[config.mk]
export PLATFORM = sky130hd
export DESIGN_NAME = atu_div_cell
export DESIGN_NICKNAME = d
export VERILOG_FILES = /design/src/rtl/atu_pkg.sv /design/src/rtl/atu_div_cell.sv
export SDC_FILE = /design/constraint.sdc
export NUM_CORES = 1
export LEC_CHECK = 0
export BUFFER_PORTS_ARGS = -buffer_cell sky130_fd_sc_hd__buf_2
export CAP_MARGIN = 0
export CORE_AREA = 2 2 208 210
export DETAILED_ROUTE_END_ITERATION = 6
export DIE_AREA = 0 0 210 212
export PLACE_DENSITY = 0.53
export SLEW_MARGIN = 20
export SYNTH_ARGS = -nofsm -noshare
export SYNTH_HDL_FRONTEND = slang
export SYNTH_SLANG_ARGS = --single-unit
[constraint.sdc]
create_clock -name clk -period 6.2 [get_ports clk]
set_input_delay 0.31 -clock clk [delete_from_list [all_inputs] [get_ports clk]]
set_output_delay 0.31 -clock clk [all_outputs]
set_load 0.02 [all_outputs]
[src/rtl/atu_pkg.sv]
// atu_pkg: types, constants and elaboration-time tables for the tilt angle unit
// used by every module of the unit; depends on nothing else
`default_nettype none

package atu_pkg;

  // angle selector codes
  typedef enum logic [1:0] {
    CMD_VS_Z = 2'd0,
    CMD_X    = 2'd1,
    CMD_Y    = 2'd2,
    CMD_ZERO = 2'd3
  } cmd_e;

  localparam int FRAC_SQRT  = 40;               // fractional bits of the roots
  localparam int SQRT_ITERS = 16 + FRAC_SQRT;   // one root bit per cell
  localparam int DIV_STEPS  = 62;               // 2 integer + 60 fraction bits
  localparam int DEG_BITS   = 7;
  localparam logic [DEG_BITS-1:0] DEG_MAX = 7'd90;

  typedef struct packed {
    logic [1:0]  cmd;
    logic        neg;
    logic [15:0] other;
  } sq_meta_t;

  typedef struct packed {
    logic                neg;
    logic                fixed;
    logic [DEG_BITS-1:0] deg_fix;
  } res_meta_t;

  typedef struct packed {
    logic [59:0] rem;
    logic [55:0] root;
    logic [31:0] s;
    sq_meta_t    meta;
  } sq_t;

  typedef struct packed {
    logic signed [63:0] cx;
    logic signed [63:0] cy;
    logic signed [63:0] acc;
    res_meta_t          meta;
  } cord_t;

  typedef struct packed {
    logic [63:0]          r;
    logic [63:0]          bx;
    logic [DIV_STEPS-1:0] q;
    logic signed [63:0]   acc;
    logic                 cy_neg;
    logic                 zero;
    res_meta_t            meta;
  } div_t;

  typedef struct packed {
    logic [39:0]         a36;
    logic [DEG_BITS-1:0] deg;
    res_meta_t           meta;
  } deg_t;

  // shift and subtract quotient, used only while building tables
  function automatic longint unsigned udiv64(longint unsigned a, longint unsigned b);
    longint unsigned q;
    longint unsigned r;
    q = 0;
    r = 0;
    for (int i = 63; i >= 0; i--) begin
      r = {r[62:0], a[i]};
      q = q << 1;
      if (r >= b) begin
        r    = r - b;
        q[0] = 1'b1;
      end
    end
    return q;
  endfunction

  // atan(2^-sh) in Q60 by its alternating series
  function automatic longint unsigned recip_pow2(int sh);
    longint unsigned p;
    longint unsigned sum;
    longint unsigned t;
    int k;
    p   = 64'd1 << (60 - sh);
    sum = p;
    for (k = 1; k < 64; k++) begin
      p = p >> (2 * sh);
      t = udiv64(p, longint'(unsigned'(2 * k + 1)));
      if ((k & 1) != 0) sum = sum - t;
      else              sum = sum + t;
    end
    return sum;
  endfunction

  // atan(1/3) in Q60
  function automatic longint unsigned recip_three();
    longint unsigned p;
    longint unsigned sum;
    longint unsigned t;
    int k;
    p   = (64'd1 << 60) / 64'd3;
    sum = p;
    for (k = 1; k < 64; k++) begin
      p = p / 64'd9;
      t = udiv64(p, longint'(unsigned'(2 * k + 1)));
      if ((k & 1) != 0) sum = sum - t;
      else              sum = sum + t;
    end
    return sum;
  endfunction

  // rotation angle of one cordic stage; the first one is atan(1/2)+atan(1/3)
  function automatic logic [63:0] atan_entry(int i);
    if (i == 0) return recip_pow2(1) + recip_three();
    else        return recip_pow2(i);
  endfunction

  // smallest angle code (Q36 radians) that reaches k degrees
  typedef logic [39:0] thr_tab_t [0:127];

  function automatic thr_tab_t build_thr();
    thr_tab_t        tab;
    longint unsigned num;
    int k;
    for (k = 0; k < 128; k++) begin
      if (k > 90) begin
        tab[k] = '1;
      end else begin
        num    = (longint'(unsigned'(k)) * 64'd314159) << 36;
        tab[k] = 40'((num + 64'd17999999) / 64'd18000000);
      end
    end
    return tab;
  endfunction

  localparam thr_tab_t DEG_THR = build_thr();

endpackage

`default_nettype wire

[src/rtl/atu_div_cell.sv]
// atu_div_cell: one restoring division step for the residual angle y/x
// depends on atu_pkg
`default_nettype none

module atu_div_cell #(
  parameter int STEP = 0
) (
  input  wire            clk,
  input  wire            rst,
  input  wire            in_valid,
  input  atu_pkg::div_t  in_data,
  output logic           out_valid,
  output atu_pkg::div_t  out_data
);
  import atu_pkg::*;

  // the two integer steps compare against 2x and x, fraction steps shift first
  localparam bit FRAC  = (STEP >= 2);
  localparam int SCALE = (STEP == 0) ? 1 : 0;

  logic [64:0] rem_t;
  logic [64:0] cmp;
  logic        ge;
  div_t        data_next;

  always_comb begin
    rem_t = FRAC ? {in_data.r, 1'b0} : {1'b0, in_data.r};
    cmp   = {1'b0, in_data.bx} << SCALE;
    ge    = rem_t >= cmp;
    data_next   = in_data;
    data_next.r = ge ? 64'(rem_t - cmp) : 64'(rem_t);
    data_next.q = {in_data.q[DIV_STEPS-2:0], ge};
  end

  always_ff @(posedge clk) begin
    if (rst) out_valid <= 1'b0;
    else     out_valid <= in_valid;
  end

  always_ff @(posedge clk) begin
    out_data <= data_next;
  end

endmodule

`default_nettype wire

==> impl_metrics.env <==
export IMPL_crit_buf_inv=3
export IMPL_drtIter0Drc=493
export IMPL_grt_pass1_vias=10950
export IMPL_synth_common_cells="dfxtp_1, inv_1, a21oi_1, nand2_1, ha_1"
export IMPL_rsz0062_at_grt="false"
export IMPL_crit_chain="dlygate4sd3_1 -> buf_2 -> ha_1 -> fa_1 -> nor2b_1 -> o21bai_1 -> a21boi_1 -> a21oi_1 -> o32ai_2 -> o31ai_4 -> a211o_2 -> and2_4 -> inv_4 -> mux2_2"
export IMPL_wire_per_inst_um=19.30
export IMPL_wl_mm=45.94
export IMPL_synth_most_common_cell="dfxtp_1"
export IMPL_fin_crit_ps=4744
export IMPL_p_per_area_nw_per_um2=281.7
export IMPL_maxCapViolations=0
export IMPL_crit_type="primary input to flop"
export IMPL_io_pins=534
export IMPL_ys_flop_type="dfxtp_1"
export IMPL_clock_sinks=266
export IMPL_die_h_um=212
export IMPL_fp_dieW_um=210
export IMPL_tightest_slew_ps=766.6
export IMPL_ys_seq_area_frac=0.5177
export IMPL_setup_violations=0
export IMPL_slowest_stage="o32ai_2"
export IMPL_drtAntennaViolNets=0
export IMPL_vias=10560
export IMPL_fin_crit_sh=0.7652
export IMPL_start_kind="primary input"
export IMPL_hp_class="primary input to flop"
export IMPL_slowest_delay_ps=650
export IMPL_cts_tree="built"
export IMPL_setup_tns_final_ps=0
export IMPL_ir_drop_mv=0.1941
export IMPL_grt_use_total=0.1966
export IMPL_ys_ff_latch=266
export IMPL_maxSlewHeadroom=0.4846
export IMPL_drc_errors=0
export IMPL_final_layout_size_suffix_gt1_frac=0.3452
export IMPL_antenna_found_initial=5
export IMPL_netlist_area_um2=10290
export IMPL_yosysTopAreaCell="dfxtp_1"
export IMPL_ys_warn_count=0
export IMPL_syn_avg_cell_area_um2=10.20
export IMPL_cts_buffer_depth=3
export IMPL_h_tree_depth=1
export IMPL_grt_pass1_wl_mm=65.84
export IMPL_syn_inst=1008
export IMPL_hpwlAfterDp_mm=35.09
export IMPL_viasPerCell=4.437
export IMPL_area_growth_pct=66.77
export IMPL_fmax_mhz=210.8
export IMPL_cp_max_fo=43
export IMPL_final_hold_viol_count=0
export IMPL_grt_max_degree=44
export IMPL_ys_types=72
export IMPL_yosys_area_top_type_share=0.5177
export IMPL_p_total_w=0.004832
export IMPL_post_cts_buffers=0
export IMPL_synth_edf_count=0
export IMPL_gp_congestion=0.8692
export IMPL_drv_slew=0
export IMPL_core_area_um2=42510
export IMPL_numCtsBuffers=31
export IMPL_cts_root_buf="clkbuf_16"
export IMPL_end_kind="flop"
export IMPL_port_buffer_count=532
export IMPL_syn_nets=1340
export IMPL_start_util=0.2420
export IMPL_clk_pin_slew_worst_paths_ps=60
export IMPL_cp_top_family="compound AO/OA/AOI/OAI gates"
export IMPL_drtPass1Iterations=5
export IMPL_synthTopCellsByArea="dfxtp_1, ha_1, a21oi_1, mux2_2, xnor2_1"
export IMPL_rows=76
export IMPL_async_reset_ff_frac=0
export IMPL_fp_dieArea_um2=44520
export IMPL_arrival_ps=5190
export IMPL_required_ps=6650
export IMPL_nNetsFinal=2139
export IMPL_grt_overflow_total=0
export IMPL_p_leak_nw=8.265
export IMPL_status="completed"
-- through the flow --
step                      cell area [um2]  setup WS [ps]  hold WS (ps)  utilization  instances
after floorplan                     10290           3066         337.7            -       1008
after global placement              13480           1519         412.6       0.3170       2057
after detailed placement            13480           1447         413.6       0.3170       2057
after CTS                           17150           1461         15.84       0.4034       2377
after global routing                17150           1261         57.81       0.4036       2380
final                               17150           1456         55.21       0.4036       2380
-- layout make-up --
class / instances / area, um2
inverters: 79 / 299.0
well taps: 546 / 683.2
multi-input cells: 633 / 4498
fillers: 4216 / 25350
repair buffers: 796 / 5303
clock buffers: 42 / 877.1
diodes: 3 / 7.507
clock inverters: 15 / 161.4
flip-flops and latches: 266 / 5325
-- sequential cells by signal (all words and copies together) (netlist names) --
| register | flops |
|---|---|
| out_data | 265 |
| out_valid | 1 |
-- where the power goes --
group	leakage, nW	switching, W	internal, W
Clock	0.504	0.000781	0.00108
Sequential	2.24	0.0000309	0.00184
Combinational	5.52	0.000632	0.000470
-- final timing paths --
kind,from,endpoint,slack (ps),cells after the start
worst max-delay path,in_data[137],out_data[260],1460,14
worst min-delay path,in_data[259],out_data[259],60,3
-- cells in the final DEF, fill, tap and decap left out, types with 4 or more instances in the layout --
cell type,instances
a21boi_0,8
dfxtp_1,266
buf_2,532
inv_1,78
o21ai_0,45
nand2b_1,8
nor2_1,42
xnor2_1,38
clkbuf_16,31
ha_1,63
and3b_1,4
nor2b_1,7
a21o_1,40
clkbuf_1,5
nand4_1,17
nand2_1,65
a21oi_1,75
and3_1,5
dlygate4sd3_1,263
clkbuf_8,6
nand3_1,36
a31oi_1,9
xor2_1,13
nor3_1,16
nor4_1,4
mux2_2,31
mux2_1,10
o21a_1,7
or3_1,4
o31ai_1,12
a211oi_1,6
o21bai_1,13
-- timing repair --
action | CTS | global route
hold buffers | 263 | 0
endpoints found under the hold margin | 262 | 0
gates resized for setup | 0 | 0
-- cells by family (layout without fill, tap and decap cells) --
| logic type | after synthesis | count (layout) | synth area share |
|---|---|---|---|
| flip-flops | 266 | 266 | 0.5177 |
| AO/OA/AOI/OAI | 253 | 253 | 0.1628 |
| AND/OR/NAND/NOR | 223 | 223 | 0.1067 |
| buffers and inverters | 109 | 932 | 0.04501 |
| adder cells (fa/ha/maj) | 64 | 64 | 0.07858 |
| XOR/XNOR | 51 | 51 | 0.04343 |
| multiplexers | 42 | 42 | 0.04586 |
| other | 0 | 3 | 0 |
-- routing by layer --
layer | part of all wire | GRT usage | up-vias
met4 | 0.039 | 0.07899 | 6
met2 | 0.52 | 0.3732 | 387
met5 | 0.00087 | 0 | -
li1 | - | - | 5143
met3 | 0.056 | 0.03663 | 80
met1 | 0.39 | 0.2147 | 4945
(Power assumes the default switching activity.)
