`src/rtl/atu_pkg.sv`:
```
// atu_pkg: types, constants and elaboration-time tables for the tilt angle unit
// used by every module of the unit; depends on nothing else
`default_nettype none

package atu_pkg;

  // angle selector codes
  typedef enum logic [1:0] {
    CMD_VS_Z = 2'd0,
    CMD_X    = 2'd1,
    CMD_Y    = 2'd2,
    CMD_ZERO = 2'd3
  } cmd_e;

  localparam int FRAC_SQRT  = 40;               // fractional bits of the roots
  localparam int SQRT_ITERS = 16 + FRAC_SQRT;   // one root bit per cell
  localparam int DIV_STEPS  = 62;               // 2 integer + 60 fraction bits
  localparam int DEG_BITS   = 7;
  localparam logic [DEG_BITS-1:0] DEG_MAX = 7'd90;

  typedef struct packed {
    logic [1:0]  cmd;
    logic        neg;
    logic [15:0] other;
  } sq_meta_t;

  typedef struct packed {
    logic                neg;
    logic                fixed;
    logic [DEG_BITS-1:0] deg_fix;
  } res_meta_t;

  typedef struct packed {
    logic [59:0] rem;
    logic [55:0] root;
    logic [31:0] s;
    sq_meta_t    meta;
  } sq_t;

  typedef struct packed {
    logic signed [63:0] cx;
    logic signed [63:0] cy;
    logic signed [63:0] acc;
    res_meta_t          meta;
  } cord_t;

  typedef struct packed {
    logic [63:0]          r;
    logic [63:0]          bx;
    logic [DIV_STEPS-1:0] q;
    logic signed [63:0]   acc;
    logic                 cy_neg;
    logic                 zero;
    res_meta_t            meta;
  } div_t;

  typedef struct packed {
    logic [39:0]         a36;
    logic [DEG_BITS-1:0] deg;
    res_meta_t           meta;
  } deg_t;

  // shift and subtract quotient, used only while building tables
  function automatic longint unsigned udiv64(longint unsigned a, longint unsigned b);
    longint unsigned q;
    longint unsigned r;
    q = 0;
    r = 0;
    for (int i = 63; i >= 0; i--) begin
      r = {r[62:0], a[i]};
      q = q << 1;
      if (r >= b) begin
        r    = r - b;
        q[0] = 1'b1;
      end
    end
    return q;
  endfunction

  // atan(2^-sh) in Q60 by its alternating series
  function automatic longint unsigned recip_pow2(int sh);
    longint unsigned p;
    longint unsigned sum;
    longint unsigned t;
    int k;
    p   = 64'd1 << (60 - sh);
    sum = p;
    for (k = 1; k < 64; k++) begin
      p = p >> (2 * sh);
      t = udiv64(p, longint'(unsigned'(2 * k + 1)));
      if ((k & 1) != 0) sum = sum - t;
      else              sum = sum + t;
    end
    return sum;
  endfunction

  // atan(1/3) in Q60
  function automatic longint unsigned recip_three();
    longint unsigned p;
    longint unsigned sum;
    longint unsigned t;
    int k;
    p   = (64'd1 << 60) / 64'd3;
    sum = p;
    for (k = 1; k < 64; k++) begin
      p = p / 64'd9;
      t = udiv64(p, longint'(unsigned'(2 * k + 1)));
      if ((k & 1) != 0) sum = sum - t;
      else              sum = sum + t;
    end
    return sum;
  endfunction

  // rotation angle of one cordic stage; the first one is atan(1/2)+atan(1/3)
  function automatic logic [63:0] atan_entry(int i);
    if (i == 0) return recip_pow2(1) + recip_three();
    else        return recip_pow2(i);
  endfunction

  // smallest angle code (Q36 radians) that reaches k degrees
  typedef logic [39:0] thr_tab_t [0:127];

  function automatic thr_tab_t build_thr();
    thr_tab_t        tab;
    longint unsigned num;
    int k;
    for (k = 0; k < 128; k++) begin
      if (k > 90) begin
        tab[k] = '1;
      end else begin
        num    = (longint'(unsigned'(k)) * 64'd314159) << 36;
        tab[k] = 40'((num + 64'd17999999) / 64'd18000000);
      end
    end
    return tab;
  endfunction

  localparam thr_tab_t DEG_THR = build_thr();

endpackage

`default_nettype wire

```
`src/rtl/atu_cordic_cell.sv`:
```
// atu_cordic_cell: one vectoring rotation of the arctangent engine
// depends on atu_pkg (angle table)
`default_nettype none

module atu_cordic_cell #(
  parameter int STAGE = 0
) (
  input  wire             clk,
  input  wire             rst,
  input  wire             in_valid,
  input  atu_pkg::cord_t  in_data,
  output logic            out_valid,
  output atu_pkg::cord_t  out_data
);
  import atu_pkg::*;

  localparam logic signed [63:0] ANGLE = atan_entry(STAGE);

  logic signed [63:0] dx;
  logic signed [63:0] dy;
  cord_t              data_next;

  always_comb begin
    dx = in_data.cy >>> STAGE;
    dy = in_data.cx >>> STAGE;
    data_next = in_data;
    if (!in_data.cy[63]) begin
      data_next.cx  = in_data.cx + dx;
      data_next.cy  = in_data.cy - dy;
      data_next.acc = in_data.acc + ANGLE;
    end else begin
      data_next.cx  = in_data.cx - dx;
      data_next.cy  = in_data.cy + dy;
      data_next.acc = in_data.acc - ANGLE;
    end
  end

  always_ff @(posedge clk) begin
    if (rst) out_valid <= 1'b0;
    else     out_valid <= in_valid;
  end

  always_ff @(posedge clk) begin
    out_data <= data_next;
  end

endmodule

`default_nettype wire

```
`config.mk`:
```
export PLATFORM = sky130hd
export DESIGN_NAME = atu_cordic_cell
export DESIGN_NICKNAME = d
export VERILOG_FILES = /design/src/rtl/atu_pkg.sv /design/src/rtl/atu_cordic_cell.sv
export SDC_FILE = /design/constraint.sdc
export NUM_CORES = 1
export LEC_CHECK = 0
export BUFFER_PORTS_ARGS = -buffer_cell sky130_fd_sc_hd__buf_2
export CAP_MARGIN = 30
export CELL_PAD_IN_SITES_DETAIL_PLACEMENT = 0
export CELL_PAD_IN_SITES_GLOBAL_PLACEMENT = 1
export CORE_ASPECT_RATIO = 0.8
export CORE_MARGIN = 4
export CORE_UTILIZATION = 37
export CTS_CLUSTER_DIAMETER = 150
export DETAILED_ROUTE_END_ITERATION = 7
export GPL_ROUTABILITY_DRIVEN = 0
export MAX_ROUTING_LAYER = met4
export PLACE_DENSITY_LB_ADDON = 0.1
export SYNTH_ARGS = -nofsm -noshare
export SYNTH_HDL_FRONTEND = slang
export SYNTH_SLANG_ARGS = --single-unit
export TNS_END_PERCENT = 50
```
`constraint.sdc`:
```
create_clock -name clk -period 4.5 [get_ports clk]
set_input_delay 0.675 -clock clk [delete_from_list [all_inputs] [get_ports clk]]
set_output_delay 0.675 -clock clk [all_outputs]
set_load 0.01 [all_outputs]
```
==> metrics.md <==
| Metric | Value |
|---|---|
| Relative slew margins | `0.368` |
| Top Layer Used | `met4` |
| Starting density of the core | `0.376` |
| Max Slew Vio Count | `0` |
| Initial antenna violation count | `4` |
| PortBufs | `405` |
| Mapped cell area | `0.0203 mm2` |
| Ys async rst share | `0` |
| WP data required | `4.95 ns` |
| Clock sinks | `201` |
| Vias | `22500` |
| DR pass1 iterations | `6` |
| Layout fillers | `5590` |
| CP endpoint kind | `flip-flop` |
| Clock-pin slew of the registers on the worst-case setup and hold paths | `0.06 ns` |
| DR WL met3 | `8340 um` |
| Pin count of the biggest net entering global routing | `83` |
| Worst Path Max Fanout | `9` |
| Most common cell after layout, fill and taps aside | `buf_2` |
| Ys Warns | `0` |
| Share of post-route cells with drive strength above 1 | `0.190` |
| DIE AREA | `0.0588 mm2` |
| Die extent in y | `218 um` |
| Most common flop cell mapped by yosys | `dfxtp_1` |
| Setup ws final | `0.560 ns` |
| Slew @ Worst Pin | `0.948 ns` |
| VDD IR-drop max | `272 uV` |
| Pwr/cell area | `328 mW/mm2` |
| Max-Cap Viols | `0` |
| Worst slack at placement | `0.0834 ns` |
| Post-synth EDFFs | `0` |
| CTS tree | `built` |
| Leak Pwr | `11.7 nW` |
| Setup crit start kind | `primary input` |
| Cts repair resizes | `0` |
| Post-route cell area | `0.0245 mm2` |
| Placed Cells | `3834` |
| GRT Total Usage | `0.282` |
| Area grow syn2layout | `20.6%` |
| Final min period | `3.94 ns` |
| Post-synthesis register bit count | `201` |
| Crit Path Class | `primary input to flip-flop` |
| I/O pin cnt | `406` |
| DR WL/cell | `22.1 um` |
| Setup TNS | `0 ns` |
| Hold Crit Depth | `1` |
| Final hold viol count | `0` |
| Post-DP HPWL | `71600 um` |
| Final Non-Filler Cells | `3885` |
| Hold Path Origin | `in_data[5]` |
| Post-Syn Nets | `3215` |
| Post-Route M1 WL | `40900 um` |
| Synth cell types | `84` |
| Worst Hold End | `out_data[5]$_DFF_P_` |
| First-pass GRT wire length | `128000 um` |
| Final setup fails | `0` |
| Met2 wire len | `35100 um` |
| DP Area | `0.0236 mm2` |
| Max clock buf depth | `3` |
| Hold slack | `0.201 ns` |
| Post-Route WL | `85900 um` |
| Clock H-tree levels | `1` |
| Layout Nets | `3635` |
| DR vias/cell | `5.78` |
| Vias in the first global route | `21000` |
| Fmax | `254 MHz` |
| DRT iter0 DRCs | `2403` |
| Core Box Area | `0.0541 mm2` |
| Pwr Total | `8.05 mW` |
| Die width | `270 um` |
| Post-CTS setup repair buffer count | `0` |
| Hold_buf cts | `0` |
| Outcome | `completed` |
| Final Util | `0.454` |
| Drt drc | `0` |
| Root Buffer | `clkbuf_16` |
| Sequential share of the synthesized area | `0.198` |
| Worst Path Arrival | `4.39 ns` |
| Syn Area/Cell | `7.42 um2` |
| Final Cycle Share | `0.875` |
| Synthesized instance count | `2740` |
| Worst hold path class | `primary input to flip-flop` |
| TritonCTS Buffers | `26` |
| GRT overflow | `0` |
| Post-route ant nets | `0` |
| RSZ-0062 raised after global routing | `false` |
| Row count | `76` |
| Commonest cells after routing, fill and taps aside | `buf_2 (404), a21oi_1 (373), ha_1 (267), inv_1 (219), nor2_1 (210)` |
-- layout make-up --
type	instances	area [um2]	share of cell area
Inverter	224	843	0.0344
Timing Repair Buffer	523	2920	0.119
Multi-Input combinational cell	2184	15000	0.610
Antenna cell	3	7.51	0.000306
Tap cell	702	878	0.0358
Sequential cell	201	4020	0.164
Clock buffer	35	754	0.0307
Clock inverter	13	136	0.00556
-- power by group --
group	total (mW)	switching, mW	internal [mW]
clock network	2.17	0.879	1.29
registers	2.34	0.142	2.20
logic	3.55	2.22	1.33
-- how the worst max path moves through the flow --
stage                      start                     to  slack [ns]  cells past startpoint
global placement    in_data[103]  out_data[128]$_DFF_P_        0.07                     14
finish               in_data[84]  out_data[132]$_DFF_P_        0.56                     15
floorplan           in_data[136]   out_data[63]$_DFF_P_        0.04                     15
detailed placement  in_data[103]  out_data[128]$_DFF_P_        0.08                     14
global route        in_data[103]  out_data[196]$_DFF_P_        0.36                     14
CTS                 in_data[103]  out_data[128]$_DFF_P_        0.69                     14
-- registers in the layout, indices dropped and copies added, names as in the netlist --
signal,flops
out_valid,1
out_data,200
-- kinds of logic (layout without fill, tap and decap cells) --
family	count (synthesis)	after routing	synth area share
other	0	3	0
buffers and inverters	355	795	0.0661
adder cells (fa/ha/maj)	271	271	0.168
AND/OR/NAND/NOR	719	719	0.169
multiplexers	31	31	0.0154
XOR/XNOR	179	179	0.0771
flip-flops	201	201	0.198
AO/OA/AOI/OAI	984	984	0.306
-- routing by layer --
| metal | track usage | vias to the layer above |
|---|---|---|
| li1 | - | 10700 |
| met1 | 0.417 | 10600 |
| met2 | 0.406 | 1131 |
| met3 | 0.0499 | 97 |
| met4 | 0.0466 | 0 |
| met5 | - | - |
-- critical path: stages --
cell	delay, ns
buf_2	0.10
inv_1	0.04
ha_1	0.43
nor4_1	0.75
nand3_1	0.20
a21oi_1	0.31
nor3_2	0.06
buf_4	0.17
o211ai_1	0.36
a2111oi_0	0.22
buf_4	0.20
or2_1	0.26
o21ai_1	0.17
a21oi_1	0.11
xnor2_1	0.33
-- synthesized netlist by cell type (all sizes together) (16+ instances only) --
cell type	count	share of area
a2111oi	16	0.0079
a21oi	374	0.092
nor4	35	0.011
o31ai	37	0.014
xor2	38	0.016
clkbuf	101	0.019
nor2	211	0.039
or3	16	0.0049
o211ai	23	0.0092
inv	220	0.041
ha	267	0.16
nand4	62	0.019
a31oi	22	0.0068
and2	16	0.0049
xnor2	141	0.061
nor2b	28	0.0086
o21bai	75	0.028
nor3	55	0.014
a21o	100	0.037
nand2b	20	0.0062
a211oi	21	0.0077
o21ai	167	0.041
nand3	48	0.012
buf	30	0.0061
o21a	33	0.012
mux2i	29	0.014
dfxtp	201	0.20
nand2	184	0.034
Note: power is estimated with default switching activity, not from simulation.
