===== src/rtl/atu_pkg.sv =====
// atu_pkg: types, constants and elaboration-time tables for the tilt angle unit
// used by every module of the unit; depends on nothing else
`default_nettype none

package atu_pkg;

  // angle selector codes
  typedef enum logic [1:0] {
    CMD_VS_Z = 2'd0,
    CMD_X    = 2'd1,
    CMD_Y    = 2'd2,
    CMD_ZERO = 2'd3
  } cmd_e;

  localparam int FRAC_SQRT  = 40;               // fractional bits of the roots
  localparam int SQRT_ITERS = 16 + FRAC_SQRT;   // one root bit per cell
  localparam int DIV_STEPS  = 62;               // 2 integer + 60 fraction bits
  localparam int DEG_BITS   = 7;
  localparam logic [DEG_BITS-1:0] DEG_MAX = 7'd90;

  typedef struct packed {
    logic [1:0]  cmd;
    logic        neg;
    logic [15:0] other;
  } sq_meta_t;

  typedef struct packed {
    logic                neg;
    logic                fixed;
    logic [DEG_BITS-1:0] deg_fix;
  } res_meta_t;

  typedef struct packed {
    logic [59:0] rem;
    logic [55:0] root;
    logic [31:0] s;
    sq_meta_t    meta;
  } sq_t;

  typedef struct packed {
    logic signed [63:0] cx;
    logic signed [63:0] cy;
    logic signed [63:0] acc;
    res_meta_t          meta;
  } cord_t;

  typedef struct packed {
    logic [63:0]          r;
    logic [63:0]          bx;
    logic [DIV_STEPS-1:0] q;
    logic signed [63:0]   acc;
    logic                 cy_neg;
    logic                 zero;
    res_meta_t            meta;
  } div_t;

  typedef struct packed {
    logic [39:0]         a36;
    logic [DEG_BITS-1:0] deg;
    res_meta_t           meta;
  } deg_t;

  // shift and subtract quotient, used only while building tables
  function automatic longint unsigned udiv64(longint unsigned a, longint unsigned b);
    longint unsigned q;
    longint unsigned r;
    q = 0;
    r = 0;
    for (int i = 63; i >= 0; i--) begin
      r = {r[62:0], a[i]};
      q = q << 1;
      if (r >= b) begin
        r    = r - b;
        q[0] = 1'b1;
      end
    end
    return q;
  endfunction

  // atan(2^-sh) in Q60 by its alternating series
  function automatic longint unsigned recip_pow2(int sh);
    longint unsigned p;
    longint unsigned sum;
    longint unsigned t;
    int k;
    p   = 64'd1 << (60 - sh);
    sum = p;
    for (k = 1; k < 64; k++) begin
      p = p >> (2 * sh);
      t = udiv64(p, longint'(unsigned'(2 * k + 1)));
      if ((k & 1) != 0) sum = sum - t;
      else              sum = sum + t;
    end
    return sum;
  endfunction

  // atan(1/3) in Q60
  function automatic longint unsigned recip_three();
    longint unsigned p;
    longint unsigned sum;
    longint unsigned t;
    int k;
    p   = (64'd1 << 60) / 64'd3;
    sum = p;
    for (k = 1; k < 64; k++) begin
      p = p / 64'd9;
      t = udiv64(p, longint'(unsigned'(2 * k + 1)));
      if ((k & 1) != 0) sum = sum - t;
      else              sum = sum + t;
    end
    return sum;
  endfunction

  // rotation angle of one cordic stage; the first one is atan(1/2)+atan(1/3)
  function automatic logic [63:0] atan_entry(int i);
    if (i == 0) return recip_pow2(1) + recip_three();
    else        return recip_pow2(i);
  endfunction

  // smallest angle code (Q36 radians) that reaches k degrees
  typedef logic [39:0] thr_tab_t [0:127];

  function automatic thr_tab_t build_thr();
    thr_tab_t        tab;
    longint unsigned num;
    int k;
    for (k = 0; k < 128; k++) begin
      if (k > 90) begin
        tab[k] = '1;
      end else begin
        num    = (longint'(unsigned'(k)) * 64'd314159) << 36;
        tab[k] = 40'((num + 64'd17999999) / 64'd18000000);
      end
    end
    return tab;
  endfunction

  localparam thr_tab_t DEG_THR = build_thr();

endpackage

`default_nettype wire


===== src/rtl/atu_sqrt_cell.sv =====
// atu_sqrt_cell: one restoring square root step, one root bit per cycle
// depends on atu_pkg
`default_nettype none

module atu_sqrt_cell (
  input  wire            clk,
  input  wire            rst,
  input  wire            in_valid,
  input  atu_pkg::sq_t   in_data,
  output logic           out_valid,
  output atu_pkg::sq_t   out_data
);
  import atu_pkg::*;

  logic [59:0] rem_t;
  logic [59:0] trial;
  logic        ge;
  sq_t         data_next;

  always_comb begin
    rem_t = {in_data.rem[57:0], in_data.s[31:30]};
    trial = {2'b00, in_data.root, 2'b01};
    ge    = rem_t >= trial;
    data_next      = in_data;
    data_next.s    = {in_data.s[29:0], 2'b00};
    data_next.rem  = ge ? (rem_t - trial) : rem_t;
    data_next.root = {in_data.root[54:0], ge};
  end

  always_ff @(posedge clk) begin
    if (rst) out_valid <= 1'b0;
    else     out_valid <= in_valid;
  end

  always_ff @(posedge clk) begin
    out_data <= data_next;
  end

endmodule

`default_nettype wire


===== config.mk =====
export PLATFORM = sky130hd
export DESIGN_NAME = atu_sqrt_cell
export DESIGN_NICKNAME = d
export VERILOG_FILES = /design/src/rtl/atu_pkg.sv /design/src/rtl/atu_sqrt_cell.sv
export SDC_FILE = /design/constraint.sdc
export NUM_CORES = 1
export LEC_CHECK = 0
export ABC_CLOCK_PERIOD_IN_PS = 5400
export BUFFER_PORTS_ARGS = -buffer_cell sky130_fd_sc_hd__buf_2
export CAP_MARGIN = 20
export CORE_AREA = 2 2 132 134
export DETAILED_ROUTE_END_ITERATION = 12
export DIE_AREA = 0 0 134 136
export PLACE_DENSITY = 0.8
export SETUP_SLACK_MARGIN = 0.05
export SLEW_MARGIN = 20
export SYNTH_ARGS = -nofsm -noshare
export SYNTH_HDL_FRONTEND = slang
export SYNTH_SLANG_ARGS = --single-unit

===== constraint.sdc =====
create_clock -name clk -period 5.4 [get_ports clk]
set_clock_uncertainty 0.1 [all_clocks]
set_input_delay 0.54 -clock clk [delete_from_list [all_inputs] [get_ports clk]]
set_output_delay 0.54 -clock clk [all_outputs]
set_load 0.01 [all_outputs]

==> metrics.txt, run 1 <==
# TYPE chip_impl_metric gauge
chip_impl_metric{name="worst_hold_slack",unit="ns"} 0.0965
chip_impl_metric{name="cp.required",unit="ns"} 5.62
chip_impl_metric{name="antenna_left",unit=""} 0
chip_impl_info{name="status",value="complete, no violations"} 1
chip_impl_metric{name="route.detailed.drc",unit=""} 0
chip_impl_info{name="min_path_type",value="input port to register"} 1
chip_impl_info{name="ys_top_cells_by_area",value="dfxtp_1 (41%), ha_1 (9.0%), a21oi_1 (7.4%)"} 1
chip_impl_metric{name="tightestPinTransition",unit="ns"} 0.588
chip_impl_metric{name="routed_via_count",unit=""} 7988
chip_impl_metric{name="cap_violations",unit=""} 0
chip_impl_metric{name="die_w",unit="um"} 134
chip_impl_metric{name="post_cts_resize_count",unit=""} 0
chip_impl_metric{name="async_flop_share",unit="%"} 0
chip_impl_metric{name="initial_antenna_violation_count",unit=""} 1
chip_impl_metric{name="min_delay_path_depth",unit=""} 1
chip_impl_metric{name="sequential_cell_area_fraction_in_the_yosys_report",unit="%"} 41.1
chip_impl_metric{name="row_count",unit=""} 48
chip_impl_metric{name="timing.final.setup_violations",unit=""} 0
chip_impl_metric{name="ctsHtreeMaxLevel",unit=""} 4
chip_impl_metric{name="setup-tns-final",unit="ns"} 0
chip_impl_metric{name="clock.fmax",unit="MHz"} 311
chip_impl_metric{name="cts.sink_count",unit=""} 166
chip_impl_metric{name="die_h",unit="um"} 136
chip_impl_metric{name="final_period_minus_worst_setup_slack",unit="ns"} 3.22
chip_impl_metric{name="viasPerCell",unit=""} 5.34
chip_impl_metric{name="hold_violations",unit=""} 0
chip_impl_metric{name="nFillCells",unit=""} 1497
chip_impl_metric{name="report.power.total",unit="mW"} 3.59
chip_impl_info{name="rsz0062_at_grt",value="no"} 1
chip_impl_metric{name="syn_area_per_cell",unit="um2"} 8.54
chip_impl_metric{name="synth.ff_latch_count",unit=""} 166
chip_impl_info{name="path_class",value="input port to register"} 1
chip_impl_metric{name="cts_post_setup_buffers_inserted",unit=""} 0
chip_impl_metric{name="yosysUniqueCellTypes",unit=""} 72
chip_impl_info{name="tritoncts",value="done"} 1
chip_impl_info{name="yosysTopAreaCell",value="dfxtp_1"} 1
chip_impl_metric{name="initial_utilization",unit="%"} 48.0
chip_impl_metric{name="totalWireLength",unit="mm"} 25.3
chip_impl_metric{name="powerDensity",unit="nW/um2"} 344
chip_impl_metric{name="final_max_slew_viol_count",unit=""} 0
chip_impl_metric{name="min_period_over_period",unit="%"} 59.6
chip_impl_metric{name="detail_route.iter0.violations",unit=""} 516
chip_impl_metric{name="ios",unit=""} 338
chip_impl_metric{name="cts-buffers-inserted",unit=""} 17
chip_impl_metric{name="dp_hpwl",unit="mm"} 20.3
chip_impl_metric{name="synthToLayoutAreaGrowth",unit="%"} 29.2
chip_impl_metric{name="ir_worst_vdd",unit="V"} 0.000251
chip_impl_metric{name="clkSlewWorstSetupHoldPaths",unit="ns"} 0.08
chip_impl_metric{name="maxSlewHeadroom",unit="%"} 60.4
chip_impl_metric{name="synthDominantCellAreaShare",unit="%"} 41.1
chip_impl_info{name="clockRootBuffer",value="clkbuf_16"} 1
chip_impl_metric{name="final_replace_weighted_congestion",unit=""} 0.868
chip_impl_info{name="crit_path_end_kind",value="register"} 1
chip_impl_metric{name="floorplan.core_area",unit="um2"} 16900
chip_impl_metric{name="largest_net_degree_at_the_start_of_global_routing",unit=""} 42
chip_impl_metric{name="arrival_time_of_data_at_the_critical_path_endpoint",unit="ns"} 3.44
chip_impl_metric{name="syn-instance-count",unit=""} 948
chip_impl_metric{name="synth-edff-count",unit=""} 0
chip_impl_metric{name="grt_util_all_layers",unit="%"} 27.4
chip_impl_metric{name="nNetsFinal",unit=""} 1485
chip_impl_metric{name="layout.core_utilization",unit="%"} 62.0
chip_impl_metric{name="cts.hold.buffers_added",unit=""} 0
chip_impl_metric{name="overflow",unit=""} 0
chip_impl_metric{name="antennaDiodeCount",unit=""} 0
chip_impl_metric{name="syn_area",unit="um2"} 8090
chip_impl_metric{name="yosys_warnings",unit=""} 0
chip_impl_metric{name="timing.critical_path.fanout_max",unit=""} 26
chip_impl_metric{name="drtPass1Iterations",unit=""} 5
chip_impl_metric{name="grt_pass1_vias",unit=""} 7560
chip_impl_metric{name="grt_pass1_wl",unit="mm"} 39.0
chip_impl_metric{name="die_ar",unit="um2"} 18200
chip_impl_metric{name="post_route_cells_drive_above_1_share",unit="%"} 30.8
chip_impl_metric{name="detail_route.wl_per_cell",unit="um"} 16.9
chip_impl_info{name="primary_flip_flop_cell_chosen_by_synthesis_mapping",value="dfxtp_1"} 1
chip_impl_metric{name="numPortBuffers",unit=""} 333
chip_impl_metric{name="cellLeakagePower",unit="nW"} 5.14
chip_impl_info{name="worst_setup_path_start_kind",value="input port"} 1
chip_impl_metric{name="cts-root-to-sink-buffers",unit=""} 2
==> routing by layer <==
metal / GRT usage, % / part of all wire [%] / up-vias
li1: - / - / 3918
met1: 32.9 / 42 / 3698
met2: 48.5 / 49 / 330
met3: 5.93 / 6.7 / 42
met4: 8.98 / 2.3 / 0
met5: 0 / 0 / -
==> sequential cells by signal, summed over array words and instances (netlist names) <==
signal,cells
out_data,165
out_valid,1
==> cells in the final DEF, fill, tap and decap left out, drive strengths merged, types with 6 or more instances in the layout <==
cell    netlist  layout
o21bai        9       9
nor4          6       6
clkinv        0      11
nor2b         7       7
clkbuf       26      17
a21oi       120     120
nor2         95      95
nand2        77      77
buf          21     336
a211oi       11      11
o31ai         8       8
nor3         15      15
ha           58      58
a31oi         8       8
and3          7       7
nand3        13      13
nand2b        8       8
a21o         26      26
xnor2        33      33
nand4        20      20
o21ai        55      55
xor2         21      21
o21a         12      12
inv          71      74
o211ai        7       7
dfxtp       166     166
==> critical path, cell delays in order <==
cell,delay (ns)
buf_2,0.10
inv_1,0.05
ha_1,0.37
o211ai_1,0.21
a21o_1,0.18
a211oi_2,0.10
o31ai_1,0.37
nand2_1,0.24
a31oi_4,0.35
a21bo_1,0.21
buf_4,0.36
nor2_1,0.07
mux2_1,0.29
==> worst paths after layout <==
| check | startpoint | endpoint | slack [ns] |
|---|---|---|---|
| worst max-delay path | in_data[52] | out_data[166] | 2.18 |
| worst min-delay path | in_data[31] | out_data[33] | 0.1 |
==> synth_stat cells, drive strengths merged, types with 20 or more instances <==
cell    instances
buf            21
xor2           21
o21ai          55
nand2          77
dfxtp         166
inv            71
nand4          20
ha             58
nor2           95
xnor2          33
a21oi         120
clkbuf         26
a21o           26
==> per-stage QoR <==
step | setup WS, ns | area [um2] | instances
global placement | 1.78 | 9830 | 1463
CTS | 2.19 | 10500 | 1495
detailed placement | 1.75 | 9830 | 1463
floorplan | 2.38 | 8100 | 949
finish | 2.18 | 10500 | 1495
global route | 1.91 | 10500 | 1495
==> layout make-up <==
class / instances / area [um2] / area share [%]
Timing Repair Buffer: 336 / 1690 / 16.2
Multi-Input combinational cell: 665 / 4260 / 40.8
Inverter: 71 / 269 / 2.57
Tap cell: 225 / 282 / 2.69
Sequential cell: 166 / 3320 / 31.8
Clock inverter: 15 / 205 / 1.96
Clock buffer: 17 / 425 / 4.07
==> where the power goes <==
part	total, mW	switching [mW]	internal [mW]
clock	1.24	0.603	0.633
combinational	0.944	0.562	0.382
sequential	1.41	0.0358	1.38
==> cell families after synthesis <==
kind of cell	share of synthesized area, %
adder cells (fa/ha/maj)	8.97
flip-flops	41.1
multiplexers	0.386
AO/OA/AOI/OAI	22.0
buffers and inverters	6.31
AND/OR/NAND/NOR	15.4
other	0.0463
XOR/XNOR	5.84
(Power assumes the default switching activity.)
==> run 2: changes to the inputs <==
Settings changed: ABC_AREA set to 1, ABC_CLOCK_PERIOD_IN_PS 5400 to 3400, CORE_AREA 2 2 132 134 to not set, CORE_MARGIN set to 2, CORE_UTILIZATION set to 51, DIE_AREA 0 0 134 136 to not set, PLACE_DENSITY 0.8 to 0.81.
Clock period 5.4 ns to 3.4 ns, I/O delays scaled along.
==> metrics.txt, run 2 <==
# TYPE chip_impl_metric gauge
chip_impl_metric{name="row_count",unit=""} 50
chip_impl_metric{name="routed_via_count",unit=""} 11903
chip_impl_metric{name="cp.required",unit="ns"} 3.64
chip_impl_metric{name="async_flop_share",unit="%"} 0
chip_impl_metric{name="initial_utilization",unit="%"} 52.0
chip_impl_info{name="largestRegisters",value="out_data (165), out_valid (1)"} 1
chip_impl_metric{name="synth.ff_latch_count",unit=""} 166
chip_impl_info{name="path_delay_family",value="buffers and inverters"} 1
chip_impl_metric{name="worst_hold_slack",unit="ns"} -0.000722
chip_impl_metric{name="ctsHtreeMaxLevel",unit=""} 4
chip_impl_info{name="rsz0062_at_grt",value="no"} 1
chip_impl_metric{name="cp_num_cells",unit=""} 20
chip_impl_metric{name="max_stage_delay",unit="ns"} 0.57
chip_impl_info{name="yosysTopAreaCell",value="dfxtp_1"} 1
chip_impl_metric{name="clkSlewWorstSetupHoldPaths",unit="ns"} 0.08
chip_impl_info{name="layout.cells.most_common_list",value="nand2_1 (703), inv_1 (363), buf_2 (333)"} 1
chip_impl_metric{name="yosysUniqueCellTypes",unit=""} 30
chip_impl_metric{name="numPlacedInstances",unit=""} 2171
chip_impl_metric{name="report.power.total",unit="mW"} 6.08
chip_impl_metric{name="floorplan.core_area",unit="um2"} 18800
chip_impl_metric{name="grt_pass1_vias",unit=""} 11715
chip_impl_metric{name="cap_violations",unit=""} 0
chip_impl_metric{name="synth_adder_area_share",unit="%"} 7.44
chip_impl_info{name="final_common_cell",value="nand2_1"} 1
chip_impl_metric{name="numPortBuffers",unit=""} 333
chip_impl_metric{name="largest_net_degree_at_the_start_of_global_routing",unit=""} 31
chip_impl_metric{name="ios",unit=""} 338
chip_impl_info{name="min_path_type",value="input port to register"} 1
chip_impl_metric{name="synthMuxAreaShare",unit="%"} 0
chip_impl_info{name="crit_path_cell_trace",value="dlygate4sd3_1 > buf_2 > inv_1 > ha_1 > nand2_2 > inv_1 > nand2_1 > nand2_1 > inv_1 > nand2_1 > inv_1 > nand2_1 > inv_1 > nand2_1 > nand2_1 > nand2_8 > inv_2 > buf_6 > nand2_1 > nand2_1"} 1
chip_impl_info{name="critical_path_start",value="in_data[76]"} 1
chip_impl_metric{name="cts-buffers-inserted",unit=""} 17
chip_impl_metric{name="synth-edff-count",unit=""} 0
chip_impl_metric{name="post_route_cells_drive_above_1_share",unit="%"} 18.8
chip_impl_info{name="status",value="finished with violations"} 1
chip_impl_metric{name="die_ar",unit="um2"} 20300
chip_impl_metric{name="clock.fmax",unit="MHz"} 299
chip_impl_metric{name="flip_flop_count_of_the_largest_register_all_copies_and_words_added",unit=""} 165
chip_impl_metric{name="synthToLayoutAreaGrowth",unit="%"} 38.4
chip_impl_metric{name="die_h",unit="um"} 142
chip_impl_metric{name="antenna_left",unit=""} 0
chip_impl_metric{name="grt_util_all_layers",unit="%"} 41.7
chip_impl_metric{name="drtPass1Iterations",unit=""} 6
chip_impl_info{name="main_combinational_cell_family_by_area_after_synthesis",value="simple AND/OR/NAND/NOR gates"} 1
chip_impl_metric{name="sequential_cell_area_fraction_in_the_yosys_report",unit="%"} 34.1
chip_impl_metric{name="final_period_minus_worst_setup_slack",unit="ns"} 3.35
chip_impl_metric{name="route.detailed.drc",unit=""} 0
chip_impl_metric{name="final_replace_weighted_congestion",unit=""} 0.954
chip_impl_metric{name="ir_worst_vdd",unit="V"} 0.000335
chip_impl_metric{name="arrival_time_of_data_at_the_critical_path_endpoint",unit="ns"} 3.59
chip_impl_info{name="clockRootBuffer",value="clkbuf_16"} 1
chip_impl_metric{name="hold_violations",unit=""} 1
chip_impl_metric{name="timing.final.setup_violations",unit=""} 0
chip_impl_info{name="tritoncts",value="done"} 1
chip_impl_metric{name="dp_hpwl",unit="mm"} 29.3
chip_impl_metric{name="totalWireLength",unit="mm"} 42.8
chip_impl_metric{name="nNetsFinal",unit=""} 2303
chip_impl_info{name="critPathSlowestCell",value="dlygate4sd3_1"} 1
chip_impl_metric{name="setup-tns-final",unit="ns"} 0
chip_impl_metric{name="viasPerCell",unit=""} 5.12
chip_impl_metric{name="cts.sink_count",unit=""} 166
chip_impl_info{name="largest_register",value="out_data"} 1
chip_impl_metric{name="cts_post_setup_buffers_inserted",unit=""} 0
chip_impl_info{name="primary_flip_flop_cell_chosen_by_synthesis_mapping",value="dfxtp_1"} 1
chip_impl_metric{name="initial_antenna_violation_count",unit=""} 7
chip_impl_info{name="synth_common_cells",value="nand2_1 (703), inv_1 (363), dfxtp_1 (166)"} 1
chip_impl_metric{name="synth_simple_gate_area_share",unit="%"} 38.4
chip_impl_info{name="crit_path_end_kind",value="register"} 1
chip_impl_metric{name="powerDensity",unit="nW/um2"} 450
chip_impl_metric{name="maxSlewHeadroom",unit="%"} 61.2
chip_impl_metric{name="detail_route.iter0.violations",unit=""} 1144
chip_impl_metric{name="cts-root-to-sink-buffers",unit=""} 2
chip_impl_metric{name="min_period_over_period",unit="%"} 98.5
chip_impl_metric{name="overflow",unit=""} 0
chip_impl_info{name="violations",value="negative hold slack"} 1
chip_impl_metric{name="die_w",unit="um"} 142
chip_impl_info{name="worst_setup_path_start_kind",value="input port"} 1
chip_impl_info{name="timing.critical_path.mode_cell",value="nand2_1"} 1
chip_impl_metric{name="yosys_warnings",unit=""} 0
chip_impl_metric{name="final_cell_count_no_fill",unit=""} 2325
chip_impl_metric{name="worstPathBufferInverterCount",unit=""} 9
chip_impl_metric{name="syn_area_per_cell",unit="um2"} 6.05
chip_impl_metric{name="cellLeakagePower",unit="nW"} 8.24
chip_impl_info{name="ys_top_cells_by_area",value="dfxtp_1 (34%), nand2_1 (27%), inv_1 (14%)"} 1
chip_impl_metric{name="detail_route.wl_per_cell",unit="um"} 18.4
chip_impl_metric{name="synth-xor-area-share",unit="%"} 2.78
chip_impl_metric{name="timing.critical_path.fanout_max",unit=""} 29
chip_impl_metric{name="grt_pass1_wl",unit="mm"} 63.3
chip_impl_info{name="path_class",value="input port to register"} 1
chip_impl_info{name="crit_end",value="out_data[131]"} 1
chip_impl_metric{name="syn_area",unit="um2"} 9760
chip_impl_metric{name="synth_compound_gate_area_share",unit="%"} 2.13
chip_impl_metric{name="final_max_slew_viol_count",unit=""} 0
chip_impl_metric{name="tightestPinTransition",unit="ns"} 0.577
chip_impl_info{name="synthMostInstantiatedCell",value="nand2_1"} 1
chip_impl_metric{name="syn-instance-count",unit=""} 1612
chip_impl_metric{name="synthDominantCellAreaShare",unit="%"} 34.1
==> run 2: cell families after synthesis <==
| family | count (synthesis) |
|---|---|
| other | 1 |
| AO/OA/AOI/OAI | 41 |
| adder cells (fa/ha/maj) | 58 |
| AND/OR/NAND/NOR | 930 |
| buffers and inverters | 385 |
| XOR/XNOR | 31 |
| flip-flops | 166 |
==> run 2: metal layers <==
metal | global-route usage (%) | share of wire (%)
met1 | 48.9 | 38
met2 | 67.2 | 44
met3 | 13.4 | 11
met4 | 23.7 | 6.2
met5 | 0 | 0.13
==> run 2: what timing repair did <==
action / 4_1_cts / 5_1_grt
endpoints found under the setup margin: 0 / 1
endpoints found under the hold margin: 119 / 0
hold buffers: 119 / 0
resized for setup: 0 / 4
==> run 2: worst min path at each step <==
stage                       from             to  slack (ns)  depth (start not counted)
detailed placement   in_data[14]   out_data[14]        0.34                          1
CTS                 in_data[159]  out_data[161]    0.000007                          3
global placement      in_data[5]    out_data[5]        0.34                          1
global route        in_data[115]  out_data[117]        0.01                          3
finish              in_data[142]  out_data[144]     -0.0007                          3
floorplan             in_data[0]    out_data[0]        0.27                          0
==> run 2: through the flow <==
| stage | util [%] | cell area [um2] | worst slack, ns |
|---|---|---|---|
| 2_1_floorplan | - | 9760 | 1.27 |
| 3_3_place_gp | 62.2 | 11700 | 0.553 |
| 3_5_place_dp | 62.2 | 11700 | 0.506 |
| 4_1_cts | 71.8 | 13500 | 0.376 |
| 5_1_grt | 71.9 | 13500 | 0.0441 |
| 6_report | 72.0 | 13500 | 0.0522 |
==> run 2: report_power, final <==
| group | switching (mW) | internal (mW) | total (mW) |
|---|---|---|---|
| registers | 0.0698 | 2.16 | 2.23 |
| logic | 1.15 | 0.661 | 1.81 |
| clock network | 1.03 | 1.01 | 2.04 |
==> run 2: cell type report <==
cell class,count,area (um2)
Inverter,371,1390
Antenna cell,3,7.51
Clock buffer,17,425
Tap cell,234,293
Fill cell,1486,5260
Sequential cell,166,3320
Clock inverter,15,193
Timing Repair Buffer,457,2900
Multi-Input combinational cell,1062,4970
